<file path="config.mk">
export PLATFORM = sky130hd
export DESIGN_NAME = lzsd_ctrl
export DESIGN_NICKNAME = d
export VERILOG_FILES = /design/src/lzss_ring_decoder_core_assert.svh /design/src/lzsd_pkg.sv /design/src/lzsd_ctrl.sv
export SDC_FILE = /design/constraint.sdc
export NUM_CORES = 1
export LEC_CHECK = 0
export BUFFER_PORTS_ARGS = -buffer_cell sky130_fd_sc_hd__clkbuf_2
export CORE_MARGIN = 4
export CORE_UTILIZATION = 50
export DETAILED_ROUTE_END_ITERATION = 16
export PLACE_DENSITY_LB_ADDON = 0.08
export SLEW_MARGIN = 10
export SYNTH_ARGS = -nofsm -noshare
export SYNTH_HDL_FRONTEND = slang
export SYNTH_SLANG_ARGS = --single-unit
</file>
<file path="constraint.sdc">
create_clock -name clk -period 3 [get_ports clk]
set_clock_uncertainty 0.1 [all_clocks]
set_input_delay 0.15 -clock clk [delete_from_list [all_inputs] [get_ports clk]]
set_output_delay 0.15 -clock clk [all_outputs]
set_load 0.05 [all_outputs]
</file>
<file path="src/lzss_ring_decoder_core_assert.svh">
// Assertion macros for the LZSS ring decoder.
// Each takes a label, the clock, the reset, an antecedent, a consequent and a message.
`ifndef LZSS_RING_DECODER_CORE_ASSERT_SVH
`define LZSS_RING_DECODER_CORE_ASSERT_SVH

// The consequent must hold in the same cycle as the antecedent.
`define LZSD_ASSERT_NOW(label, clk, rst, ante, cons, msg) \
  label: assert property (@(posedge clk) disable iff (rst) (ante) |-> (cons)) \
    else $error(msg);

// The consequent must hold in the cycle after the antecedent.
`define LZSD_ASSERT_NEXT(label, clk, rst, ante, cons, msg) \
  label: assert property (@(posedge clk) disable iff (rst) (ante) |=> (cons)) \
    else $error(msg);

`endif

</file>
<file path="src/lzsd_pkg.sv">
package lzsd_pkg;

  // Result kinds.
  localparam logic [1:0] KIND_BYTE  = 2'd0;
  localparam logic [1:0] KIND_DONE  = 2'd1;
  localparam logic [1:0] KIND_ERROR = 2'd2;

  // Error causes.
  localparam logic [2:0] ERR_NONE      = 3'd0;
  localparam logic [2:0] ERR_BAD_MAGIC = 3'd1;
  localparam logic [2:0] ERR_TRUNCATED = 3'd2;
  localparam logic [2:0] ERR_OVER_CAP  = 3'd3;
  localparam logic [2:0] ERR_OVERFLOW  = 3'd4;
  localparam logic [2:0] ERR_MISMATCH  = 3'd5;

  // Parse phases: four magic bytes, four length bytes, token body, second match byte.
  localparam logic [3:0] PH_MAGIC0 = 4'd0;
  localparam logic [3:0] PH_MAGIC3 = 4'd3;
  localparam logic [3:0] PH_LEN0   = 4'd4;
  localparam logic [3:0] PH_LEN3   = 4'd7;
  localparam logic [3:0] PH_BODY   = 4'd8;
  localparam logic [3:0] PH_SECOND = 4'd9;

  localparam logic [7:0] MAGIC [4] = '{8'h46, 8'h4C, 8'h41, 8'h32};

  localparam logic [7:0] FLAG_MSB   = 8'h80;
  localparam logic [3:0] FLAG_EMPTY = 4'd8;
  localparam logic [4:0] LEN_BIAS   = 5'd2;

  typedef struct packed {
    logic       restart;
    logic       count_byte;
    logic       take_len;
    logic [1:0] len_lane;
    logic       take_token;
    logic       take_lit;
    logic       start_copy;
    logic       rd_issue;
    logic       emit_lit;
    logic       emit_copy;
    logic       emit_final;
    logic       out_last;
    logic [1:0] final_kind;
    logic [2:0] final_cause;
  } lzsd_cmd_t;

  typedef struct packed {
    logic out_free;
    logic rd_pend;
    logic copy_many;
    logic over_cap;
    logic produced_eq_decl;
    logic match_too_long;
  } lzsd_sts_t;

endpackage

</file>
<file path="src/lzsd_ctrl.sv">
module lzsd_ctrl
  import lzsd_pkg::*;
(
  input  logic       clk,
  input  logic       rst,
  input  logic       in_valid,
  output logic       in_ready,
  input  logic [7:0] in_byte,
  input  logic       end_of_input,
  input  lzsd_sts_t  sts,
  output lzsd_cmd_t  cmd
);
  typedef enum logic [3:0] {
    S_IDLE  = 4'b0001,
    S_LIT   = 4'b0010,
    S_COPY  = 4'b0100,
    S_FINAL = 4'b1000
  } state_t;

  state_t     state, state_next;
  logic [3:0] parse_phase, parse_phase_next;
  logic [7:0] flag_holder, flag_holder_next;
  logic [3:0] flag_position, flag_position_next;
  logic       halted, halted_next;
  logic       pend_final, pend_final_next;
  logic       restart_after, restart_after_next;
  logic [1:0] final_kind, final_kind_next;
  logic [2:0] final_cause, final_cause_next;
  logic       accept, st_err, st_done, go_lit, go_copy, consume, last_copy;
  logic [2:0] cause;

  assign in_ready = (state == S_IDLE);

  always_comb begin
    cmd                = '0;
    state_next         = state;
    parse_phase_next   = parse_phase;
    flag_holder_next   = flag_holder;
    flag_position_next = flag_position;
    halted_next        = halted;
    pend_final_next    = pend_final;
    restart_after_next = restart_after;
    final_kind_next    = final_kind;
    final_cause_next   = final_cause;
    st_err             = 1'b0;
    st_done            = 1'b0;
    go_lit             = 1'b0;
    go_copy            = 1'b0;
    consume            = 1'b0;
    last_copy          = 1'b0;
    cause              = ERR_NONE;
    accept             = in_valid && (state == S_IDLE);
    cmd.final_kind     = final_kind;
    cmd.final_cause    = final_cause;

    case (state)
      S_IDLE: begin
        if (accept && halted) begin
          cmd.restart = end_of_input;
        end else if (accept) begin
          cmd.count_byte = 1'b1;
          if (parse_phase inside {[PH_MAGIC0:PH_MAGIC3]}) begin
            if (in_byte != MAGIC[parse_phase[1:0]]) begin
              st_err = 1'b1;
              cause  = ERR_BAD_MAGIC;
            end else begin
              parse_phase_next = parse_phase + 4'd1;
            end
          end else if (parse_phase inside {[PH_LEN0:PH_LEN3]}) begin
            cmd.take_len     = 1'b1;
            cmd.len_lane     = parse_phase[1:0];
            parse_phase_next = parse_phase + 4'd1;
            if (parse_phase == PH_LEN3 && sts.over_cap) begin
              st_err = 1'b1;
              cause  = ERR_OVER_CAP;
            end
          end else if (parse_phase == PH_BODY) begin
            if (flag_position >= FLAG_EMPTY) begin
              flag_holder_next   = in_byte;
              flag_position_next = '0;
            end else if (|(flag_holder & (FLAG_MSB >> flag_position))) begin
              if (in_byte == 8'd0) begin
                if (!sts.produced_eq_decl) begin
                  st_err = 1'b1;
                  cause  = ERR_MISMATCH;
                end else begin
                  st_done = 1'b1;
                end
              end else begin
                cmd.take_token   = 1'b1;
                parse_phase_next = PH_SECOND;
              end
            end else if (sts.produced_eq_decl) begin
              st_err = 1'b1;
              cause  = ERR_OVERFLOW;
            end else begin
              go_lit             = 1'b1;
              cmd.take_lit       = 1'b1;
              flag_position_next = flag_position + 4'd1;
            end
          end else if (parse_phase == PH_SECOND) begin
            if (sts.match_too_long) begin
              st_err = 1'b1;
              cause  = ERR_OVERFLOW;
            end else begin
              go_copy            = 1'b1;
              cmd.start_copy     = 1'b1;
              parse_phase_next   = PH_BODY;
              flag_position_next = flag_position + 4'd1;
            end
          end

          // A byte that leaves the stream unfinished and ends the buffer.
          if (!st_err && !st_done && end_of_input) begin
            st_err = 1'b1;
            cause  = ERR_TRUNCATED;
          end

          pend_final_next = st_err || st_done;
          if (st_err || st_done) begin
            final_kind_next    = st_done ? KIND_DONE : KIND_ERROR;
            final_cause_next   = st_done ? ERR_NONE : cause;
            restart_after_next = end_of_input;
            halted_next        = !end_of_input;
          end

          if (go_lit) begin
            state_next = S_LIT;
          end else if (go_copy) begin
            state_next = S_COPY;
          end else if (st_err || st_done) begin
            state_next = S_FINAL;
          end
        end
      end

      S_LIT: begin
        if (sts.out_free) begin
          cmd.emit_lit = 1'b1;
          cmd.out_last = !pend_final;
          state_next   = pend_final ? S_FINAL : S_IDLE;
        end
      end

      S_COPY: begin
        consume       = sts.rd_pend && sts.out_free;
        last_copy     = consume && !sts.copy_many;
        cmd.emit_copy = consume;
        cmd.rd_issue  = !sts.rd_pend || (consume && sts.copy_many);
        cmd.out_last  = last_copy && !pend_final;
        if (last_copy) begin
          state_next = pend_final ? S_FINAL : S_IDLE;
        end
      end

      S_FINAL: begin
        if (sts.out_free) begin
          cmd.emit_final  = 1'b1;
          cmd.out_last    = 1'b1;
          cmd.restart     = restart_after;
          pend_final_next = 1'b0;
          state_next      = S_IDLE;
        end
      end

      default: begin
        state_next = S_IDLE;
      end
    endcase

    if (cmd.restart) begin
      parse_phase_next   = PH_MAGIC0;
      flag_holder_next   = '0;
      flag_position_next = FLAG_EMPTY;
      halted_next        = 1'b0;
    end
  end

  always_ff @(posedge clk) begin
    if (rst) begin
      state         <= S_IDLE;
      parse_phase   <= PH_MAGIC0;
      flag_holder   <= '0;
      flag_position <= FLAG_EMPTY;
      halted        <= 1'b0;
      pend_final    <= 1'b0;
      restart_after <= 1'b0;
    end else begin
      state         <= state_next;
      parse_phase   <= parse_phase_next;
      flag_holder   <= flag_holder_next;
      flag_position <= flag_position_next;
      halted        <= halted_next;
      pend_final    <= pend_final_next;
      restart_after <= restart_after_next;
    end
  end

  always_ff @(posedge clk) begin
    final_kind  <= final_kind_next;
    final_cause <= final_cause_next;
  end
endmodule

</file>
==> load_flow_metrics.sql, run 1 <==
INSERT INTO impl_metrics (metric_group, metric, value, unit) VALUES
('synthesis', 'synth.yosys.seq_area_share', '31.2', '%'),
('route', 'drt_iter0_markers', '74', ''),
('setup_path', 'regToRegEndpoint', 'final_cause[0]$_SDFFCE_PP0P_', ''),
('synthesis', 'synth_area_per_cell', '8.63', 'um^2'),
('clock_network', 'cts_buffer_depth', '2', ''),
('synthesis', 'synth_nets', '256', ''),
('run', 'drv_cap', '0', ''),
('clock_network', 'hold_buffers_post_cts', '0', ''),
('placement', 'placed_instance_area', '0.00220', 'mm^2'),
('sta', 'setup-tns-final', '0', 'ns'),
('clock_network', 'clock_tree_from_tritoncts', 'built', ''),
('sta', 'worst_pin_slew', '0.670', 'ns'),
('die', 'std_cell_rows', '22', ''),
('finish', 'share_of_final_layout_standard_cells_stronger_than_drive_strength_1', '23.5', '%'),
('pwr', 'ir_worst_vdd', '0.289', 'mV'),
('sta', 'report.final.slew_viol_count', '0', ''),
('setup_path', 'ff2ff_setup_slack', '0.26', 'ns'),
('synthesis', 'synth_top_family_by_area', 'compound AO/OA/AOI/OAI gates', ''),
('clock_network', 'insertion_delay', '0.28', 'ns'),
('setup_path', 'crit_buf_inv', '1', ''),
('finish', 'finish.net_count', '294', ''),
('placement', 'place.detailed.hpwl', '3600', 'um'),
('clock_network', 'post-cts-setup-buffer-count', '0', ''),
('synthesis', 'synthArstFlopShare', '0', '%'),
('grt', 'grt_pass1_wl', '7730', 'um'),
('finish', 'num_antenna_cells', '0', ''),
('placement', 'pre_cts_ws', '0.288', 'ns'),
('run_status', 'status', 'finished clean', ''),
('finish', 'area.growth.synth_to_final', '15.0', '%'),
('synthesis', 'synth_compound_gate_area_share', '26.3', '%'),
('synthesis', 'synth-xor-area-share', '3.13', '%'),
('min_path', 'hp-class', 'primary input to flop', ''),
('synthesis', 'dominantRegCellSynth', 'dfxtp_1', ''),
('setup_path', 'cp_cell_sequence', 'inv_1 > ha_1 > xor2_1 > a2111oi_4 > o2111ai_2 > a221oi_4 > a31oi_1', ''),
('synthesis', 'synth-seq-cells', '28', ''),
('placement', 'portBuffers', '36', ''),
('setup_path', 'timing.critical_path.from_type', 'flop', ''),
('grt', 'pin_count_of_the_biggest_net_entering_global_routing', '18', ''),
('grt', 'antenna_found_initial', '0', ''),
('min_path', 'holdPathStages', '2', ''),
('pwr', 'pwr_density_cell', '445', 'mW/mm^2'),
('clock_network', 'cts_sinks', '28', ''),
('setup_path', 'slowest_stage', 'dfxtp_1', ''),
('sta', 'setup_repair_after_global_routing_missed_its_margin', 'no', ''),
('sta', 'postLayoutSetupSlackWorst', '0.262', 'ns'),
('placement', 'place_congestion', '0.821', ''),
('synthesis', 'synth_cell_types', '62', ''),
('synthesis', 'yosysWarningCount', '0', ''),
('clock_network', 'cell_chosen_for_the_clock_root', 'clkbuf_8', ''),
('sta', 'report.final.setup_viol', '0', ''),
('setup_path', 'reg2regPathDepth', '7', ''),
('setup_path', 'timing.critical_path.required', '2.88', 'ns'),
('clock_network', 'clk_pin_slew_worst_paths', '0.10', 'ns'),
('die', 'die_w', '70.6', 'um'),
('die', 'number_of_placed_i_o_pins', '37', ''),
('clock_network', 'htree_num_levels', '1', ''),
('die', 'die_area', '0.00498', 'mm^2'),
('sta', 'ratio_of_final_minimum_period_to_clock_period', '91.3', '%'),
('finish', 'utilization', '60.6', '%'),
('synthesis', 'synth_cells', '227', ''),
('setup_path', 'critical_path_class', 'flop to flop', ''),
('setup_path', 'critPathArrivalTime', '2.62', 'ns'),
('setup_path', 'slowest_delay', '0.48', 'ns'),
('sta', 'max_slew_margin_vs_limit', '54.9', '%'),
('min_path', 'min_to', 'state[2]$_SDFFE_PP0P_', ''),
('sta', 'hold_violations', '0', ''),
('route', 'wl_per_cell', '14.8', 'um'),
('route', 'routed-via-count', '1787', ''),
('pwr', 'p_leak', '0.000889', 'uW'),
('grt', 'grt_overflow', '0', ''),
('route', 'ant_nets', '0', '');
==> layout by cell type, fill, tap and decap left out, types with 2 or more instances in the layout <==
cell type,Yosys,routed
edfxtp_1,5,5
buf_4,0,4
nand2_1,23,23
clkbuf_8,0,4
o21ai_0,16,16
nor2_1,11,11
clkbuf_2,0,36
nand4_1,4,4
a21oi_1,20,20
xnor2_1,3,3
or3_1,2,2
o2111ai_2,2,2
o21a_1,2,2
a31o_2,3,3
dfxtp_1,23,23
nor3_1,4,3
and2_1,5,5
a22oi_1,3,3
mux2i_1,4,4
inv_1,12,12
o211ai_1,3,3
nor4_1,3,2
nor2b_1,8,8
nand2b_1,5,5
and3b_1,3,3
ha_1,11,11
nand3_1,3,3
and3_1,4,4
a31oi_1,2,2
xor2_1,4,4
==> final cells by class <==
cell class              count  area, um^2
inverters                  13        50.0
clock buffers               4        55.1
fillers                   342        1460
flip-flops and latches     28         611
well taps                  48        60.1
repair buffers             40         210
multi-input cells         179        1270
==> synthesized netlist by cell type, types with 5 or more instances <==
| cell | number | area (um^2) |
|---|---|---|
| dfxtp_1 | 23 | 460 |
| nand2_1 | 23 | 86.3 |
| a21oi_1 | 20 | 100 |
| o21ai_0 | 16 | 80.1 |
| inv_1 | 12 | 45.0 |
| ha_1 | 11 | 138 |
| nor2_1 | 11 | 41.3 |
| nor2b_1 | 8 | 50.1 |
| and2_1 | 5 | 31.3 |
| edfxtp_1 | 5 | 150 |
| nand2b_1 | 5 | 31.3 |
==> power breakdown <==
group | internal (uW) | switching [uW]
clock | 118 | 119
sequential | 411 | 27.7
combinational | 109 | 219
total | 638 | 366
==> stage by stage <==
| step | cells | total power, uW |
|---|---|---|
| global route | 312 | 1060 |
| detailed placement | 308 | 776 |
| finish | 312 | 1000 |
| CTS | 312 | 1010 |
| global placement | 308 | 778 |
| floorplan | 227 | 695 |
==> logic make-up after synthesis <==
kind of cell | count (synthesis)
flops | 28
xor+xnor | 7
compound gates | 70
simple gates | 87
buf+inv | 20
fa+ha+maj | 11
mux | 4
==> sequential cells by signal, indices dropped and copies added (netlist names) <==
register and count:
final_cause 3, halted 1, state 4, final_kind 2, pend_final 1, flag_position 4
parse_phase 4, flag_holder 8, restart_after 1
==> layer usage <==
layer / vias to the layer above / global-route usage, % / share of wire, %
li1: 914 / - / -
met1: 820 / 25.1 / 47
met2: 47 / 31.3 / 47
met3: 6 / 3.27 / 5.0
met4: 0 / 3.13 / 1.0
met5: - / 0 / 0
==> worst max path at each step <==
stage                                start                            to  slack [ns]  cells past startpoint
2_1_floorplan        state[3]$_SDFFE_PP0P_                       cmd[13]        0.01                      6
3_3_place_gp   parse_phase[1]$_SDFFE_PP0P_       final_kind[1]$_DFFE_PP_        0.35                      7
5_1_grt        parse_phase[1]$_SDFFE_PP0P_  final_cause[1]$_SDFFCE_PP0P_        0.06                      7
4_1_cts        parse_phase[1]$_SDFFE_PP0P_       final_kind[1]$_DFFE_PP_        0.26                      7
3_5_place_dp   parse_phase[1]$_SDFFE_PP0P_       final_kind[1]$_DFFE_PP_        0.29                      7
6_report       parse_phase[1]$_SDFFE_PP0P_  final_cause[0]$_SDFFCE_PP0P_        0.26                      7
(Power assumes the default switching activity.)
==> inputs of run 2 (changes only) <==
--- a/config.mk
+++ b/config.mk
@@ -10,6 +10,7 @@
 export CORE_UTILIZATION = 50
 export DETAILED_ROUTE_END_ITERATION = 16
 export PLACE_DENSITY_LB_ADDON = 0.08
+export SETUP_SLACK_MARGIN = 0.5
 export SLEW_MARGIN = 10
 export SYNTH_ARGS = -nofsm -noshare
 export SYNTH_HDL_FRONTEND = slang
==> load_flow_metrics.sql, run 2 (synthesis gave the netlist of run 1 again) <==
INSERT INTO impl_metrics (metric_group, metric, value, unit) VALUES
('run_status', 'status', 'finished clean', ''),
('placement', 'placed_instance_area', '0.00223', 'mm^2'),
('placement', 'place_inst', '308', ''),
('finish', 'area.growth.synth_to_final', '20.2', '%'),
('sta', 'max_slew_margin_vs_limit', '62.7', '%'),
('placement', 'place.detailed.hpwl', '3730', 'um'),
('route', 'post-route-drc-count', '0', ''),
('setup_path', 'critical_path.endpoint_type', 'flop', ''),
('setup_path', 'timing.critical_path.from_type', 'flop', ''),
('die', 'die_area', '0.00498', 'mm^2'),
('pwr', 'pwr_density_cell', '434', 'mW/mm^2'),
('grt', 'gr-usage-all-layers', '19.5', '%'),
('finish', 'final_common_cell', 'clkbuf_2', ''),
('die', 'core_region_area', '0.00372', 'mm^2'),
('sta', 'setup-tns-final', '0', 'ns'),
('pwr', 'p_leak', '0.000908', 'uW'),
('run', 'drv_cap', '0', ''),
('placement', 'place_congestion', '0.857', ''),
('finish', 'num_antenna_cells', '0', ''),
('setup_path', 'critPathArrivalTime', '2.47', 'ns'),
('route', 'ant_nets', '0', ''),
('finish', 'most-common-layout-cells', '34 x clkbuf_2, 23 x nand2_1, 21 x dfxtp_1, 19 x a21oi_1, 14 x o21ai_0', ''),
('clock_network', 'htree_num_levels', '1', ''),
('sta', 'setup_repair_after_global_routing_missed_its_margin', 'no', ''),
('sta', 'worst_pin_slew', '0.554', 'ns'),
('grt', 'grt_pass1_wl', '8120', 'um'),
('sta', 'hold_violations', '0', ''),
('pwr', 'ir_worst_vdd', '0.252', 'mV'),
('route', 'via_per_inst', '5.74', ''),
('setup_path', 'timing_startpoint_of_the_critical_path', 'parse_phase[1]$_SDFFE_PP0P_', ''),
('placement', 'pre_cts_ws', '0.304', 'ns'),
('clock_network', 'tritoncts.num_buffers', '3', ''),
('sta', 'finalHoldWorstSlack', '0.0110', 'ns'),
('die', 'std_cell_rows', '22', ''),
('finish', 'nFillCells', '345', ''),
('sta', 'report.final.slew_viol_count', '0', ''),
('route', 'drt_wl_total', '4860', 'um'),
('clock_network', 'clk_pin_slew_worst_paths', '0.10', 'ns'),
('clock_network', 'hold_buffers_post_cts', '0', ''),
('die', 'number_of_placed_i_o_pins', '37', ''),
('grt', 'pin_count_of_the_biggest_net_entering_global_routing', '18', ''),
('sta', 'fmax', '414', 'MHz'),
('clock_network', 'cell_chosen_for_the_clock_root', 'clkbuf_8', ''),
('setup_path', 'r2r_start', 'parse_phase[1]$_SDFFE_PP0P_', ''),
('finish', 'post_layout_nonfiller_instances', '314', ''),
('finish', 'finalInstanceArea', '0.00235', 'mm^2'),
('clock_network', 'insertion_delay', '0.27', 'ns'),
('finish', 'largest_register_ff_count', '8', ''),
('sta', 'postLayoutSetupSlackWorst', '0.584', 'ns'),
('die', 'initial_utilization', '52.7', '%'),
('clock_network', 'cts_sinks', '28', ''),
('setup_path', 'path_max_fanout', '8', ''),
('min_path', 'hp-class', 'primary input to flop', ''),
('sta', 'fin_crit', '2.42', 'ns'),
('route', 'routed-via-count', '1803', ''),
('grt', 'antenna_found_initial', '0', ''),
('min_path', 'min_from', 'rst', ''),
('setup_path', 'critical_path_class', 'flop to flop', ''),
('route', 'wl_per_cell', '15.5', 'um'),
('sta', 'report.final.setup_viol', '0', ''),
('die', 'floorplan.die.height', '70.6', 'um'),
('finish', 'share_of_final_layout_standard_cells_stronger_than_drive_strength_1', '27.4', '%'),
('sta', 'ratio_of_final_minimum_period_to_clock_period', '80.5', '%'),
('placement', 'portBuffers', '36', ''),
('route', 'drt_iter0_markers', '109', ''),
('grt', 'first_global_vias', '1728', ''),
('die', 'die_w', '70.6', 'um'),
('setup_path', 'timing.critical_path.required', '3.06', 'ns'),
('grt', 'grt_overflow', '0', ''),
('finish', 'largest-register', 'flag_holder', ''),
('clock_network', 'clock_tree_from_tritoncts', 'built', ''),
('route', 'drt_pre_antenna_iters', '4', ''),
('finish', 'finish.net_count', '296', ''),
('clock_network', 'cts_buffer_depth', '2', '');
==> run 2: area by class of cell <==
| class | count | area (um^2) | area share, % |
|---|---|---|---|
| multi-input combinational | 179 | 1340 | 57.0 |
| sequential | 28 | 616 | 26.1 |
| tap | 48 | 60.1 | 2.55 |
| inverter | 13 | 53.8 | 2.28 |
| clock buffer | 4 | 55.1 | 2.34 |
| timing repair buffer | 42 | 229 | 9.72 |
==> run 2: critical path, stage by stage, from the launching register on <==
cell	delay, ns
dfxtp_4	0.40
inv_1	0.07
ha_1	0.22
xor2_1	0.18
a2111oi_4	0.38
o2111ai_4	0.23
a221oi_4	0.40
buf_6	0.17
a31o_2	0.14
==> run 2: report_power, final <==
part	total (uW)	leakage (uW)	switching (uW)	internal, uW
clock	239	0.0000288	121	118
sequential	438	0.000229	28.3	410
combinational	345	0.000650	232	113
==> run 2: final timing paths <==
path,cells after the start,endpoint,slack (ns)
hold reg to reg,2,flag_holder[0]$_SDFFE_PP0P_,0.38
hold / removal,2,pend_final$_SDFFE_PP0P_,0.01
setup / recovery,8,final_cause[1]$_SDFFCE_PP0P_,0.58
setup reg to reg,8,final_cause[1]$_SDFFCE_PP0P_,0.58
==> run 2: timing repair <==
action / in CTS / in global routing
cloned: 0 / 0
pin swaps: 1 / 2
endpoints found under the hold margin: 0 / 0
gates resized for setup: 4 / 10
setup buffers: 1 / 1
endpoints found under the setup margin: 6 / 16
==> run 2: per-layer routing <==
metal	global-route usage, %	routed length, um	vias up
li1	-	-	917
met1	27.5	2260	836
met2	31.8	2310	46
met3	3.41	274	4
met4	3.55	22	0
met5	0	0	-
==> run 2: metrics by stage <==
step,utilization (%),total power [uW]
2_1_floorplan,-,701
3_3_place_gp,60.0,784
3_5_place_dp,60.0,785
4_1_cts,62.1,1020
5_1_grt,63.4,1070
6_report,63.4,1020
==> inputs of run 3 (changes only) <==
==> constraint.sdc (replaced) <==
create_clock -name clk -period 2 [get_ports clk]
set_clock_uncertainty 0.1 [all_clocks]
set_input_delay 0.1 -clock clk [delete_from_list [all_inputs] [get_ports clk]]
set_output_delay 0.1 -clock clk [all_outputs]
set_load 0.05 [all_outputs]
==> load_flow_metrics.sql, run 3 <==
INSERT INTO impl_metrics (metric_group, metric, value, unit) VALUES
('run_status', 'status', 'stopped before the end', ''),
('run_status', 'flow.stopped_at', 'global routing (5_1_grt)', ''),
('run_status', 'error_line', '[ERROR DPL-0033] detailed placement checks failed during check placement.', ''),
('synthesis', 'syn-cell-area', '0.00196', 'mm^2'),
('placement', 'place.detailed.hpwl', '4420', 'um'),
('clock_network', 'cts_buffer_depth', '2', ''),
('placement', 'place_congestion', '0.823', ''),
('synthesis', 'synth_compound_gate_area_share', '26.3', '%'),
('synthesis', 'synthMuxAreaShare', '2.04', '%'),
('clock_network', 'htree_num_levels', '1', ''),
('clock_network', 'cell_chosen_for_the_clock_root', 'clkbuf_8', ''),
('synthesis', 'synth.cells.most_frequent', '23 x dfxtp_1, 23 x nand2_1, 20 x a21oi_1', ''),
('placement', 'portBuffers', '36', ''),
('synthesis', 'synthArstFlopShare', '0', '%'),
('grt', 'antenna_found_initial', '2', ''),
('synthesis', 'yosysWarningCount', '0', ''),
('synthesis', 'synth_top_family_by_area', 'compound AO/OA/AOI/OAI gates', ''),
('die', 'floorplan.die.height', '70.6', 'um'),
('synthesis', 'synthSimpleGateAreaFrac', '25.6', '%'),
('synthesis', 'yosys.area.top_type_share', '23.5', '%'),
('clock_network', 'tritoncts.num_buffers', '3', ''),
('synthesis', 'synth_largest_area_cell', 'dfxtp_1', ''),
('synthesis', 'synth-seq-cells', '28', ''),
('synthesis', 'synth_area_per_cell', '8.63', 'um^2'),
('placement', 'pre_cts_ws', '-0.287', 'ns'),
('clock_network', 'cts_sinks', '28', ''),
('grt', 'pin_count_of_the_biggest_net_entering_global_routing', '17', ''),
('die', 'number_of_placed_i_o_pins', '37', ''),
('synthesis', 'ys_top_cells_by_area', 'dfxtp_1 23%, edfxtp_1 7.7%, ha_1 7.0%, a21oi_1 5.1%, nand2_1 4.4%', ''),
('synthesis', 'dominantRegCellSynth', 'dfxtp_1', ''),
('synthesis', 'synth_nets', '256', ''),
('synthesis', 'synth_edf_count', '5', ''),
('synthesis', 'synth-xor-area-share', '3.13', '%'),
('synthesis', 'synth.yosys.seq_area_share', '31.2', '%'),
('die', 'die_w', '70.6', 'um'),
('sta', 'postGrtWorstEndpoint', 'halted$_SDFFE_PP0P_/D', ''),
('sta', 'worst-endpoint-pin-kind', 'register data pin', ''),
('die', 'std_cell_rows', '22', ''),
('synthesis', 'synth-adder-area-share', '7.02', '%'),
('die', 'initial_utilization', '52.7', '%'),
('synthesis', 'synth_cells', '227', ''),
('synthesis', 'synth_cell_types', '62', ''),
('placement', 'placed_instance_area', '0.00277', 'mm^2');
## run 3: cell counts after synthesis
Identical to the previous run, type by type.
## run 3: per-stage QoR
| step | instances | util (%) |
|---|---|---|
| detailed placement | 345 | 74.6 |
| CTS | 370 | 93.9 |
| global placement | 345 | 74.6 |
| floorplan | 227 | - |
## run 3: cells by family after synthesis
group | Yosys count
xor gates and xnor gates | 7
buffers and inverters | 20
and+or+nand+nor | 87
muxes | 4
adders and majority gates | 11
AOI/OAI and AO/OA | 70
DFF | 28
## run 3: repair_timing
action	4_1_cts
hold endpoints to repair	5
setup endpoints to repair	47
resized for setup	98
hold buffers	4
pin swaps	18
cloned	1
setup buffers	16
==> inputs of run 4 (changes only) <==
--- a/config.mk
+++ b/config.mk
@@ -7,10 +7,9 @@
 export LEC_CHECK = 0
 export BUFFER_PORTS_ARGS = -buffer_cell sky130_fd_sc_hd__clkbuf_2
 export CORE_MARGIN = 4
-export CORE_UTILIZATION = 50
+export CORE_UTILIZATION = 35
 export DETAILED_ROUTE_END_ITERATION = 16
-export PLACE_DENSITY_LB_ADDON = 0.08
-export SETUP_SLACK_MARGIN = 0.5
+export PLACE_DENSITY_LB_ADDON = 0.15
 export SLEW_MARGIN = 10
 export SYNTH_ARGS = -nofsm -noshare
 export SYNTH_HDL_FRONTEND = slang
==> constraint.sdc (replaced) <==
create_clock -name clk -period 2.6 [get_ports clk]
set_clock_uncertainty 0.1 [all_clocks]
set_input_delay 0.13 -clock clk [delete_from_list [all_inputs] [get_ports clk]]
set_output_delay 0.13 -clock clk [all_outputs]
set_load 0.05 [all_outputs]
==> load_flow_metrics.sql, run 4 (synthesis gave the netlist of run 1 again) <==
INSERT INTO impl_metrics (metric_group, metric, value, unit) VALUES
('setup_path', 'r2r_start', 'parse_phase[1]$_SDFFE_PP0P_', ''),
('placement', 'portBuffers', '36', ''),
('finish', 'largest_register_ff_count', '8', ''),
('grt', 'grt_pass1_wl', '8800', 'um'),
('clock_network', 'clock_tree_from_tritoncts', 'built', ''),
('sta', 'worst_pin_slew', '0.524', 'ns'),
('die', 'core_region_area', '0.00527', 'mm^2'),
('route', 'routed-via-count', '1814', ''),
('setup_path', 'critical_path_class', 'flop to output pin', ''),
('finish', 'final_common_cell', 'clkbuf_2', ''),
('pwr', 'cellInternalPower', '709', 'uW'),
('clock_network', 'htree_num_levels', '1', ''),
('clock_network', 'clk_pin_slew_worst_paths', '0.10', 'ns'),
('grt', 'gr-usage-all-layers', '14.9', '%'),
('setup_path', 'cp_cell_sequence', 'inv_1 > ha_1 > a221oi_1 > a21oi_1 > buf_4 > o21ai_1 > buf_4 > nor3_4 > buf_2', ''),
('sta', 'report.final.setup_viol', '0', ''),
('run', 'drv_cap', '0', ''),
('clock_network', 'cts_sinks', '28', ''),
('setup_path', 'timing_startpoint_of_the_critical_path', 'flag_position[1]$_SDFFE_PP0P_', ''),
('grt', 'grt_overflow', '0', ''),
('pwr', 'pwr_density_cell', '472', 'mW/mm^2'),
('setup_path', 'slowest_stage', 'dfxtp_1', ''),
('grt', 'antenna_found_initial', '0', ''),
('finish', 'most-common-layout-cells', '34 x clkbuf_2, 23 x nand2_1, 22 x dfxtp_1, 20 x a21oi_1, 18 x buf_4', ''),
('sta', 'fin_crit', '2.39', 'ns'),
('finish', 'share_of_final_layout_standard_cells_stronger_than_drive_strength_1', '28.8', '%'),
('die', 'std_cell_rows', '26', ''),
('route', 'drt_wl_total', '5030', 'um'),
('sta', 'ratio_of_final_minimum_period_to_clock_period', '91.8', '%'),
('route', 'drt_iter0_markers', '104', ''),
('clock_network', 'insertion_delay', '0.27', 'ns'),
('sta', 'fmax', '419', 'MHz'),
('setup_path', 'timing.critical_path.from_type', 'flop', ''),
('sta', 'setup-tns-final', '0', 'ns'),
('sta', 'max_slew_margin_vs_limit', '65.0', '%'),
('finish', 'nFillCells', '548', ''),
('sta', 'setup_repair_after_global_routing_missed_its_margin', 'no', ''),
('clock_network', 'post-cts-setup-buffer-count', '0', ''),
('clock_network', 'cell_chosen_for_the_clock_root', 'clkbuf_8', ''),
('die', 'die_area', '0.00686', 'mm^2'),
('finish', 'num_antenna_cells', '0', ''),
('sta', 'finalHoldWorstSlack', '0.0147', 'ns'),
('placement', 'place_congestion', '0.802', ''),
('pwr', 'comb_power_share', '34.4', '%'),
('finish', 'area.growth.synth_to_final', '23.4', '%'),
('setup_path', 'timing.critical_path.required', '2.37', 'ns'),
('route', 'via_per_inst', '5.21', ''),
('pwr', 'p_leak', '0.000957', 'uW'),
('die', 'initial_utilization', '37.2', '%'),
('setup_path', 'path_max_fanout', '5', ''),
('run_status', 'status', 'finished clean', ''),
('die', 'number_of_placed_i_o_pins', '37', ''),
('clock_network', 'tritoncts.num_buffers', '3', ''),
('sta', 'hold_violations', '0', ''),
('min_path', 'min_from', 'in_byte[2]', ''),
('grt', 'pin_count_of_the_biggest_net_entering_global_routing', '18', ''),
('route', 'post-route-drc-count', '0', ''),
('die', 'floorplan.die.height', '82.8', 'um'),
('pwr', 'ir_worst_vdd', '0.241', 'mV'),
('finish', 'sequential_cell_area', '612', 'um^2'),
('setup_path', 'cp_common_cell', 'buf_4', ''),
('pwr', 'p_sw_share', '37.8', '%'),
('grt', 'first_global_vias', '1850', ''),
('finish', 'post_layout_nonfiller_instances', '348', ''),
('die', 'die_w', '82.8', 'um'),
('route', 'wl_per_cell', '14.4', 'um'),
('clock_network', 'cts_buffer_depth', '2', ''),
('placement', 'place.detailed.hpwl', '4090', 'um'),
('setup_path', 'critical_path.endpoint_type', 'output pin', ''),
('finish', 'finish.net_count', '308', ''),
('finish', 'multi_input_area', '0.00130', 'mm^2'),
('min_path', 'hp-class', 'primary input to flop', ''),
('placement', 'place_inst', '343', ''),
('setup_path', 'slowest_delay', '0.41', 'ns'),
('sta', 'report.final.slew_viol_count', '0', ''),
('finish', 'largest-register', 'flag_holder', ''),
('route', 'ant_nets', '0', ''),
('setup_path', 'critPathArrivalTime', '2.16', 'ns'),
('pwr', 'clock_power_share', '21.4', '%'),
('pwr', 'netSwitchingPower', '432', 'uW'),
('pwr', 'power_frac_seq', '44.3', '%'),
('route', 'drt_pre_antenna_iters', '4', '');
-- run 4: worst paths after layout --
kind | to | slack [ns] | cells past startpoint
max | cmd[12] | 0.21 | 9
min | flag_holder[2]$_SDFFE_PP0P_ | 0.01 | 3
max reg2reg | final_cause[1]$_SDFFCE_PP0P_ | 0.30 | 7
min reg2reg | flag_holder[5]$_SDFFE_PP0P_ | 0.39 | 2
-- run 4: per-stage QoR --
step                      cell area (um^2)  power (uW)  setup slack, ns  util, %
after floorplan                       2000         809          -0.0144        -
after global placement                2350         908            0.246     44.6
after detailed placement              2350         904            0.200     44.6
after CTS                             2410        1150            0.124     45.7
after global routing                  2420        1210           0.0108     45.9
final                                 2420        1140            0.214     45.9
-- run 4: per-layer routing --
layer  routed length, um  vias up  share of wire [%]  global-route usage (%)
met1                2500      839                 50                    20.6
met4                  16        0               0.32                    2.67
met2                2350       32                 47                    24.7
met5                   0        -                  0                       0
met3                 164        2                3.3                    2.18
li1                    -      941                  -                       -
-- run 4: critical path, delay by kind of cell, from the launching register on --
family / cells / cell delay, ns
AO/OA/AOI/OAI: 3 / 0.60
flip-flops: 1 / 0.41
AND/OR/NAND/NOR: 1 / 0.03
buffers and inverters: 4 / 0.64
adder cells (fa/ha/maj): 1 / 0.20
-- run 4: timing repair --
action                                  4_1_cts  5_1_grt
hold buffers                                  1        0
endpoints found under the setup margin        0        7
endpoints found under the hold margin         2        0
gates resized for setup                       0        7
-- run 4: area by class of cell --
type                            instances  share of cell area [%]
Clock buffer                            3                    1.71
Clock inverter                          1                   0.155
Inverter                               13                    2.23
Multi-Input combinational cell        179                    53.7
Sequential cell                        28                    25.3
Tap cell                               70                    3.62
Timing Repair Buffer                   54                    13.3
-- run 4: power by group through the flow --
stage	combinational (uW)	sequential [uW]	clock (uW)
global route	421	511	279
floorplan	278	530	0
CTS	391	505	251
detailed placement	389	515	0
finish	392	505	244
global placement	393	515	0
